$ cat src/hdl/sbsh_pkg.sv
// ----------------------------------------------------------------------------
// sbsh_pkg
// Shared types, constants and SHA-256 helper functions for the byte stream
// hasher.
// ----------------------------------------------------------------------------
`default_nettype none

package sbsh_pkg;

  // Operation codes carried by an input item.
  localparam logic [1:0] OP_START  = 2'd0;
  localparam logic [1:0] OP_DATA   = 2'd1;
  localparam logic [1:0] OP_FINISH = 2'd2;

  // Padding marker byte and the position where the length field starts.
  localparam logic [7:0] PAD_MARKER = 8'h80;
  localparam logic [2:0] LEN_ZONE   = 3'b111;

  typedef logic [31:0] word_arr_t [8];

  // Control from the sequencer to the message schedule.
  typedef struct packed {
    logic byte_we;
    logic last_lane;
    logic step;
  } sbsh_sched_ctrl_t;

  // Initial hash value.
  localparam word_arr_t HASH_IV = '{
    32'h6a09e667, 32'hbb67ae85, 32'h3c6ef372, 32'ha54ff53a,
    32'h510e527f, 32'h9b05688c, 32'h1f83d9ab, 32'h5be0cd19
  };

  // Round constants.
  localparam logic [31:0] ROUND_K [64] = '{
    32'h428a2f98, 32'h71374491, 32'hb5c0fbcf, 32'he9b5dba5,
    32'h3956c25b, 32'h59f111f1, 32'h923f82a4, 32'hab1c5ed5,
    32'hd807aa98, 32'h12835b01, 32'h243185be, 32'h550c7dc3,
    32'h72be5d74, 32'h80deb1fe, 32'h9bdc06a7, 32'hc19bf174,
    32'he49b69c1, 32'hefbe4786, 32'h0fc19dc6, 32'h240ca1cc,
    32'h2de92c6f, 32'h4a7484aa, 32'h5cb0a9dc, 32'h76f988da,
    32'h983e5152, 32'ha831c66d, 32'hb00327c8, 32'hbf597fc7,
    32'hc6e00bf3, 32'hd5a79147, 32'h06ca6351, 32'h14292967,
    32'h27b70a85, 32'h2e1b2138, 32'h4d2c6dfc, 32'h53380d13,
    32'h650a7354, 32'h766a0abb, 32'h81c2c92e, 32'h92722c85,
    32'ha2bfe8a1, 32'ha81a664b, 32'hc24b8b70, 32'hc76c51a3,
    32'hd192e819, 32'hd6990624, 32'hf40e3585, 32'h106aa070,
    32'h19a4c116, 32'h1e376c08, 32'h2748774c, 32'h34b0bcb5,
    32'h391c0cb3, 32'h4ed8aa4a, 32'h5b9cca4f, 32'h682e6ff3,
    32'h748f82ee, 32'h78a5636f, 32'h84c87814, 32'h8cc70208,
    32'h90befffa, 32'ha4506ceb, 32'hbef9a3f7, 32'hc67178f2
  };

  // Small sigma functions of the message schedule.
  function automatic logic [31:0] sig0(input logic [31:0] x);
    sig0 = {x[6:0], x[31:7]} ^ {x[17:0], x[31:18]} ^ (x >> 3);
  endfunction

  function automatic logic [31:0] sig1(input logic [31:0] x);
    sig1 = {x[16:0], x[31:17]} ^ {x[18:0], x[31:19]} ^ (x >> 10);
  endfunction

  // Large sigma functions of the round.
  function automatic logic [31:0] bsig0(input logic [31:0] x);
    bsig0 = {x[1:0], x[31:2]} ^ {x[12:0], x[31:13]} ^ {x[21:0], x[31:22]};
  endfunction

  function automatic logic [31:0] bsig1(input logic [31:0] x);
    bsig1 = {x[5:0], x[31:6]} ^ {x[10:0], x[31:11]} ^ {x[24:0], x[31:25]};
  endfunction

endpackage

`default_nettype wire

$ cat src/hdl/sbsh_msg_sched.sv
// ----------------------------------------------------------------------------
// sbsh_msg_sched
// Sixteen-word message window. Bytes are packed into big-endian words and
// shifted in; during compression the same window rolls forward and yields
// one schedule word per round.
// ----------------------------------------------------------------------------
`default_nettype none

module sbsh_msg_sched (
  input  wire                             clk_i,
  input  wire sbsh_pkg::sbsh_sched_ctrl_t ctrl_i,
  input  wire  [7:0]                      byte_i,
  output logic [31:0]                     w_o
);

  logic [23:0] acc_q;
  logic [31:0] win_q [16];
  logic [31:0] next_w;
  logic [31:0] shift_in;
  logic        shift_en;

  // Next schedule word from the taps of the window.
  assign next_w = sbsh_pkg::sig1(win_q[14]) + win_q[9] + sbsh_pkg::sig0(win_q[1]) + win_q[0];

  assign shift_en = ctrl_i.step | (ctrl_i.byte_we & ctrl_i.last_lane);
  assign shift_in = ctrl_i.step ? next_w : {acc_q, byte_i};

  // Byte packing into the partial word.
  always_ff @(posedge clk_i) begin
    if (ctrl_i.byte_we && !ctrl_i.last_lane) begin
      acc_q <= {acc_q[15:0], byte_i};
    end
  end

  // The window shifts by one word on a full word or a round.
  always_ff @(posedge clk_i) begin
    if (shift_en) begin
      for (int i = 0; i < 15; i++) begin
        win_q[i] <= win_q[i+1];
      end
      win_q[15] <= shift_in;
    end
  end

  assign w_o = win_q[0];

endmodule

`default_nettype wire

$ cat src/hdl/sbsh_round.sv
// ----------------------------------------------------------------------------
// sbsh_round
// One SHA-256 compression round: the shared unit that the sequencer applies
// to the working variables once per cycle while compressing a block.
// ----------------------------------------------------------------------------
`default_nettype none

module sbsh_round (
  input  wire sbsh_pkg::word_arr_t vars_i,
  input  wire  [31:0]              w_i,
  input  wire  [5:0]               round_i,
  output sbsh_pkg::word_arr_t      vars_o
);

  logic [31:0] ch;
  logic [31:0] maj;
  logic [31:0] t1;
  logic [31:0] t2;

  // Choice, majority and the two temporaries.
  always_comb begin
    ch  = (vars_i[4] & vars_i[5]) ^ (~vars_i[4] & vars_i[6]);
    maj = (vars_i[0] & vars_i[1]) ^ (vars_i[0] & vars_i[2]) ^ (vars_i[1] & vars_i[2]);
    t1  = vars_i[7] + sbsh_pkg::bsig1(vars_i[4]) + ch + sbsh_pkg::ROUND_K[round_i] + w_i;
    t2  = sbsh_pkg::bsig0(vars_i[0]) + maj;
  end

  // Rotate the working variables.
  always_comb begin
    vars_o[7] = vars_i[6];
    vars_o[6] = vars_i[5];
    vars_o[5] = vars_i[4];
    vars_o[4] = vars_i[3] + t1;
    vars_o[3] = vars_i[2];
    vars_o[2] = vars_i[1];
    vars_o[1] = vars_i[0];
    vars_o[0] = t1 + t2;
  end

endmodule

`default_nettype wire

$ cat src/hdl/sha256_byte_stream_hasher_core.sv
// A start item or a data byte is taken while the core is idle; a byte that completes
// a block starts compression: one round per cycle over 64 rounds, then a fold.
// A finish item pads one byte per cycle up to the block end, compresses each
// block (one or two blocks) and then offers eight digest items.
// Input stalls while the core pads, uses the single shared round unit or emits digests.
// Reset is asynchronous and active low; it loads the initial hash and clears the counters.
// ----------------------------------------------------------------------------
// sha256_byte_stream_hasher_core
// SHA-256 engine fed one byte per item, with a small sequencer around one
// shared round unit and a rolling message window.
// ----------------------------------------------------------------------------
`default_nettype none

module sha256_byte_stream_hasher_core (
  input  wire         clk_i,
  input  wire         rst_ni,
  input  wire         in_valid_i,
  output logic        in_stall_o,
  input  wire  [1:0]  operation_i,
  input  wire  [7:0]  data_byte_i,
  output logic        out_valid_o,
  input  wire         out_stall_i,
  output logic [31:0] digest_word_o,
  output logic [2:0]  word_index_o,
  output logic        last_word_o
);

  localparam logic [2:0] ST_IDLE  = 3'd0;
  localparam logic [2:0] ST_PAD   = 3'd1;
  localparam logic [2:0] ST_ROUND = 3'd2;
  localparam logic [2:0] ST_FOLD  = 3'd3;
  localparam logic [2:0] ST_EMIT  = 3'd4;

  logic [2:0]  state_q, state_d;
  logic [5:0]  bytes_held_q, bytes_held_d;
  logic [63:0] bit_length_q, bit_length_d;
  logic [5:0]  round_q, round_d;
  logic [2:0]  idx_q, idx_d;
  logic        fin_q, fin_d;
  logic        extra_q, extra_d;

  sbsh_pkg::word_arr_t chain_q;
  sbsh_pkg::word_arr_t vars_q;
  sbsh_pkg::word_arr_t vars_next;

  sbsh_pkg::sbsh_sched_ctrl_t sched_ctrl;
  logic [31:0] sched_w;
  logic [7:0]  push_byte;
  logic        push_en;
  logic        load_vars;
  logic        fold_en;
  logic        load_iv;
  logic [7:0]  len_byte;

  // Length byte for the current position within the trailing length field.
  assign len_byte = bit_length_q[{~bytes_held_q[2:0], 3'b000} +: 8];

  // Sequencer.
  always_comb begin
    state_d      = state_q;
    bytes_held_d = bytes_held_q;
    bit_length_d = bit_length_q;
    round_d      = round_q;
    idx_d        = idx_q;
    fin_d        = fin_q;
    extra_d      = extra_q;
    push_en      = 1'b0;
    push_byte    = data_byte_i;
    load_vars    = 1'b0;
    fold_en      = 1'b0;
    load_iv      = 1'b0;
    sched_ctrl   = '0;

    unique case (state_q)
      ST_IDLE: begin
        if (in_valid_i) begin
          unique case (operation_i)
            sbsh_pkg::OP_START: begin
              load_iv      = 1'b1;
              bytes_held_d = '0;
              bit_length_d = '0;
            end
            sbsh_pkg::OP_DATA: begin
              push_en      = 1'b1;
              bit_length_d = bit_length_q + 64'd8;
              fin_d        = 1'b0;
            end
            sbsh_pkg::OP_FINISH: begin
              push_en   = 1'b1;
              push_byte = sbsh_pkg::PAD_MARKER;
              fin_d     = 1'b1;
              extra_d   = (bytes_held_q[5:3] == sbsh_pkg::LEN_ZONE);
              state_d   = ST_PAD;
            end
            default: begin
            end
          endcase
        end
      end
      ST_PAD: begin
        push_en   = 1'b1;
        push_byte = (!extra_q && bytes_held_q[5:3] == sbsh_pkg::LEN_ZONE) ? len_byte : 8'h00;
      end
      ST_ROUND: begin
        sched_ctrl.step = 1'b1;
        round_d         = round_q + 6'd1;
        if (round_q == 6'd63) begin
          state_d = ST_FOLD;
        end
      end
      ST_FOLD: begin
        fold_en = 1'b1;
        if (!fin_q) begin
          state_d = ST_IDLE;
        end else if (extra_q) begin
          extra_d = 1'b0;
          state_d = ST_PAD;
        end else begin
          idx_d   = '0;
          state_d = ST_EMIT;
        end
      end
      ST_EMIT: begin
        if (!out_stall_i) begin
          idx_d = idx_q + 3'd1;
          if (idx_q == 3'd7) begin
            state_d = ST_IDLE;
          end
        end
      end
      default: begin
        state_d = ST_IDLE;
      end
    endcase

    // A byte goes into the window; a full block starts the compression.
    if (push_en) begin
      sched_ctrl.byte_we   = 1'b1;
      sched_ctrl.last_lane = (bytes_held_q[1:0] == 2'b11);
      bytes_held_d         = bytes_held_q + 6'd1;
      if (bytes_held_q == 6'd63) begin
        load_vars = 1'b1;
        state_d   = ST_ROUND;
      end
    end
  end

  // Control registers.
  always_ff @(posedge clk_i or negedge rst_ni) begin
    if (!rst_ni) begin
      state_q      <= ST_IDLE;
      bytes_held_q <= '0;
      bit_length_q <= '0;
      round_q      <= '0;
      idx_q        <= '0;
      fin_q        <= 1'b0;
      extra_q      <= 1'b0;
    end else begin
      state_q      <= state_d;
      bytes_held_q <= bytes_held_d;
      bit_length_q <= bit_length_d;
      round_q      <= round_d;
      idx_q        <= idx_d;
      fin_q        <= fin_d;
      extra_q      <= extra_d;
    end
  end

  // Chain value: initial hash on reset or start, folded after each block.
  always_ff @(posedge clk_i or negedge rst_ni) begin
    if (!rst_ni) begin
      chain_q <= sbsh_pkg::HASH_IV;
    end else if (load_iv) begin
      chain_q <= sbsh_pkg::HASH_IV;
    end else if (fold_en) begin
      for (int i = 0; i < 8; i++) begin
        chain_q[i] <= chain_q[i] + vars_q[i];
      end
    end
  end

  // Working variables.
  always_ff @(posedge clk_i) begin
    if (load_vars) begin
      vars_q <= chain_q;
    end else if (sched_ctrl.step) begin
      vars_q <= vars_next;
    end
  end

  sbsh_msg_sched u_sched (
    .clk_i  (clk_i),
    .ctrl_i (sched_ctrl),
    .byte_i (push_byte),
    .w_o    (sched_w)
  );

  sbsh_round u_round (
    .vars_i  (vars_q),
    .w_i     (sched_w),
    .round_i (round_q),
    .vars_o  (vars_next)
  );

  // Handshake and result item.
  assign in_stall_o    = (state_q != ST_IDLE);
  assign out_valid_o   = (state_q == ST_EMIT);
  assign digest_word_o = chain_q[idx_q];
  assign word_index_o  = idx_q;
  assign last_word_o   = (idx_q == 3'd7);

`ifndef SYNTHESIS
  // No input item is taken while digest items are offered.
  assert property (@(posedge clk_i) disable iff (!rst_ni) out_valid_o |-> in_stall_o)
    else $error("input accepted during digest output");

  // The round counter rests at zero outside compression.
  assert property (@(posedge clk_i) disable iff (!rst_ni)
    (state_q != ST_ROUND) |-> (round_q == 6'd0))
    else $error("round counter not at zero outside compression");

  // The block buffer is empty whenever the digest is offered.
  assert property (@(posedge clk_i) disable iff (!rst_ni)
    out_valid_o |-> (bytes_held_q == 6'd0))
    else $error("bytes left over at digest output");

  // Output ends after the last word is taken.
  assert property (@(posedge clk_i) disable iff (!rst_ni)
    (out_valid_o && last_word_o && !out_stall_i) |=> !out_valid_o)
    else $error("digest output continues past the last word");
`endif

endmodule

`default_nettype wire

$ cat config.mk
export PLATFORM = sky130hd
export DESIGN_NAME = sha256_byte_stream_hasher_core
export DESIGN_NICKNAME = d
export VERILOG_FILES = /design/src/hdl/sbsh_pkg.sv /design/src/hdl/sbsh_msg_sched.sv /design/src/hdl/sbsh_round.sv /design/src/hdl/sha256_byte_stream_hasher_core.sv
export SDC_FILE = /design/constraint.sdc
export NUM_CORES = 2
export LEC_CHECK = 0
export BUFFER_PORTS_ARGS = -buffer_cell sky130_fd_sc_hd__buf_4
export CORE_ASPECT_RATIO = 2
export CORE_MARGIN = 1.5
export CORE_UTILIZATION = 59
export DETAILED_ROUTE_END_ITERATION = 10
export PLACE_DENSITY = 0.78
export SYNTH_ARGS = -nofsm -noshare
export SYNTH_HDL_FRONTEND = slang
export SYNTH_HIERARCHICAL = 1
export SYNTH_SLANG_ARGS = --single-unit
$ cat constraint.sdc
create_clock -name clk_i -period 12.9 [get_ports clk_i]
set_input_delay 1.935 -clock clk_i [delete_from_list [all_inputs] [get_ports clk_i]]
set_output_delay 1.935 -clock clk_i [all_outputs]
set_load 0.01 [all_outputs]
==> results <==
- The flow ran to the end, but the final reports show violations.
- The checks that failed: max-capacitance violations, max-slew violations.
- Clock tree synthesis found a total of 1129 sinks.
- The clock period could shrink to 9661 ps.
- The fraction of the mapped netlist area in compound gates is 13.79%.
- The number of failing hold endpoints at the final stage came to 0.
- The setup slack of the critical path after layout is 3239 ps.
- The die boundary height is 502.4 µm.
- The portion of the clock cycle consumed by the worst path in the final layout is 74.89%.
- After detailed routing, the number of remaining DRC violations is 0.
- The share of the Yosys chip area taken by registers is 44.01%.
- The clock-pin slew reported for the worst setup and hold paths after clock tree synthesis is 80 ps.
- For the worst-skew pair, the clock arrives at the later sink with an insertion delay of 790 ps.
- For this block, wires on met1 add up to 75.37 mm.
- The clock tree synthesis step divided the H-tree into 3 levels.
- In this run the clock root is driven by a clkbuf_16.
- The clock tree from TritonCTS is done.
- The xor-xnor portion of the synthesized cell area is 7.378%.
- The critical path is of the flop to flop type.
- The biggest area consumer among synthesized cells is edfxtp_1.
- The floorplan row count is 183.
- The floorplan step set the die width to 252.7 µm.
- The max-slew violation count is 4.
- By area the synthesized netlist is led by edfxtp_1, dfrtp_1, ha_1.
- The type of destination of the critical path is a flop.
- The number of clock buffers inserted by TritonCTS is 101.
- For the final routed database, the setup TNS stands at 0 ps.
- The share of synthesized area in the top cell type comes to 32.32%.
- The origin of the worst min-delay path is u_sched/win_q[0][66].
- Setup repair after global routing left no endpoint under its margin.
- The endpoint of the worst hold-timing path is u_sched/win_q[0][34].
- The overall die area is 127000 µm².
- The internal reg-to-reg setup slack is 3240 ps.
- Yosys mapped a number of flops with a built-in enable equal to 792.
- Headroom to the max-slew limit came out at -4.408%.
- The kind of cell adding the most delay to the critical path is compound AO/OA/AOI/OAI gates.
- For this run, the leading register cell type out of synthesis is edfxtp_1.
- The startpoint identified for the worst register-to-register timing path is round_q[0].
- The arrival time at the worst endpoint is 10190 ps.
- The number of distinct standard cells referenced by the synthesized netlist is 119.
- The area share of fa/ha/maj cells after synthesis is 12.36%.
- The mapped netlist covers 73580 µm².
- The setup clock skew after layout is 71.00 ps.
- In the detailed route, the total length drawn on met3 is 15.43 mm.
- In this run, post-CTS repair resized a total of 0 instances.
- The area growth from synthesis to layout is 5.407%.
- The number of nets handed over by synthesis was 7220.
- Summing the areas of all and, or, nand and nor instances in the mapped netlist gives 8.371% of the synthesized area.
- The start point of the critical path is round_q[0].
- The proportion of layout cells with a drive suffix above 1 is 14.86%.
- The number of cells produced by synthesis is 6613.
- The core region area is 124100 µm².
- The standard cell with the maximum stage delay on the critical path is a21oi_1.
- The placed wire-length estimate is 174.7 mm.
- The wire length on met2 is 119.8 mm.
- The remaining global-route overflow is 0.
- After filler insertion, the fill cell instance count of the layout stands at 9841.
- The delay of the slowest cell on the worst path is 740 ps.
- The worst hold path depth is 0.
- Counting stages on the worst path, the most repeated cell is ha_1.
- Counting flops with an async set or reset pin after synthesis yields a share of 29.85%.
- The largest family of logic cells by synthesized area is compound AO/OA/AOI/OAI gates.
- Dividing the detail-routed wire length by the instance count gives 29.42 µm.
- The count of buffer and inverter cells on the critical path is 3.
- The post-cts hold buffer count is 0.
- The number of port buffers is 51.
- The endpoint identified for the worst register-to-register timing path is vars_q[252].
- The startpoint class of the critical path is a flop.
- The class of the tightest hold or removal check is flop to flop.
- The synthesized design contains 1129 register bits.
- At the placement stage, the worst setup path has a slack of 3466 ps.
- The first global-routing pass estimated 350.4 mm of wire.
- The average cell area after synthesis is 11.13 µm².
- In the synthesized netlist, mux cells make up 8.099% of the area.
- The post-place instance area is 74060 µm².
- The first detailed-routing pass ran for 5 iterations.
- The final net count is 6984.
- The critical path required time is 13430 ps.
- Counting along the longest clock path gives a buffer depth of 3.
- At the pin with the least slew margin, the transition time is 1554 ps.
- The final design area excluding fillers is 77560 µm².
- The final weighted congestion of routability-driven global placement is 1.070.
- The number of antenna violations at the first check in global routing is 3.
- The number of vias in the routed layout is 53010.
- Setup violations remaining at the end of the flow were counted as 0.
- For this run, the number of Yosys warnings is 6.
- Once the floorplan was initialized, standard cells occupied 59.29% of the core.
- Entering global routing, the biggest net connects 144 pins.
- Wires add up to 239.2 mm.
- The final standard cell utilization of the core is 62.50%.
- The total stage count of the critical path is 31.
- The number of cells on the worst reg-to-reg path is 31.
- For this block, the initial DRC count from the detailed router was 4261.
- In this run the remaining antenna-violating nets after routing total 0.
- The top layer reached by signal wires is met5.
- The overall routing resource usage is 37.99%.
- 52 I/O pins were placed.
- The routed via count divided by cell count is 6.519.
- The number of violations of the max-capacitance limit is 2.
- The number of buffers inserted to repair setup after CTS is 0.
- The number of global-route vias before repair came to 54770.
- The maximum clock rate is 0.1035 GHz.
- The biggest fanout along the worst timing path is 20.
cells by family after synthesis:
group	Yosys count
compound gates	1585
buf+inv	928
flops	1129
xor+xnor	619
mux	445
fa+ha+maj	614
simple gates	1293
how the worst max path moves through the flow:
stage                                     end  slack (ps)
final                             vars_q[252]        3240
after CTS                         vars_q[252]        3510
after detailed placement          vars_q[252]        3470
after floorplan           u_sched/win_q[0][0]        3200
after global routing              vars_q[252]        2780
after global placement            vars_q[252]        3610
layer usage:
metal	track usage, %	up-vias
met5	0	-
met4	37.47	4
met3	6.547	986
met2	65.84	2476
met1	37.74	26310
li1	-	23230
cells in the mapped netlist (21+ instances only):
| library cell | n |
|---|---|
| edfxtp_1 | 792 |
| inv_1 | 462 |
| a21oi_1 | 446 |
| ha_1 | 398 |
| o21ai_0 | 398 |
| nand2_1 | 380 |
| xnor2_1 | 376 |
| nor2_1 | 336 |
| mux2_2 | 333 |
| xor2_1 | 242 |
| buf_4 | 225 |
| a21o_1 | 208 |
| dfrtp_1 | 201 |
| fa_1 | 195 |
| clkbuf_1 | 160 |
| nand3_1 | 149 |
| dfstp_2 | 136 |
| nor3_1 | 107 |
| mux4_2 | 87 |
| a211oi_1 | 53 |
| o21bai_1 | 53 |
| a31oi_1 | 52 |
| and3_1 | 49 |
| nand4_1 | 48 |
| nand2b_1 | 47 |
| o21a_1 | 44 |
| buf_1 | 42 |
| nor2b_1 | 41 |
| o31ai_1 | 41 |
| o211ai_1 | 28 |
| buf_2 | 27 |
| mux2i_1 | 25 |
| or3_1 | 24 |
| maj3_1 | 21 |
cell usage in the layout (no fill, tap or decap), types with 52 or more instances in the layout:
master,n
a21o_1,208
nand3_1,149
clkbuf_16,101
mux2_2,333
dfstp_2,136
xnor2_1,376
a211oi_1,53
inv_1,462
mux4_2,87
nor2_1,334
ha_1,398
nor3_1,106
o21bai_1,53
a21oi_1,446
nand2_1,376
dfrtp_1,194
buf_4,121
fa_1,195
edfxtp_1,792
a31oi_1,52
o21ai_0,397
xor2_1,242
area by class of cell:
type / count / area (µm²) / area share (%)
diodes: 1 / 2.502 / 0.003226
clock buffers: 130 / 2736 / 3.528
clock inverters: 61 / 760.7 / 0.9808
inverters: 465 / 1745 / 2.250
multi-input cells: 4556 / 36870 / 47.53
flip-flops and latches: 1129 / 32400 / 41.78
well taps: 1665 / 2083 / 2.686
repair buffers: 124 / 963.4 / 1.242
sequential cells by signal, indices dropped and copies added (netlist names):
register / cells
chain_q: 256
state_q: 3
u_sched/win_q: 512
round_q: 6
extra_q: 1
word_index_o: 3
u_sched/acc_q: 24
vars_q: 256
fin_q: 1
bytes_held_q: 6
bit_length_q: 61
through the flow:
| step | cells | hold slack (ps) |
|---|---|---|
| final | 8131 | 364.5 |
| after global routing | 8131 | 390.3 |
| after CTS | 8130 | 364.4 |
| after detailed placement | 7939 | 404.5 |
| after global placement | 7939 | 400.3 |
| after floorplan | 6613 | 400.3 |
Power is not shown: default switching activity piles up to over one toggle a cycle in this logic, so the estimate is an artifact.
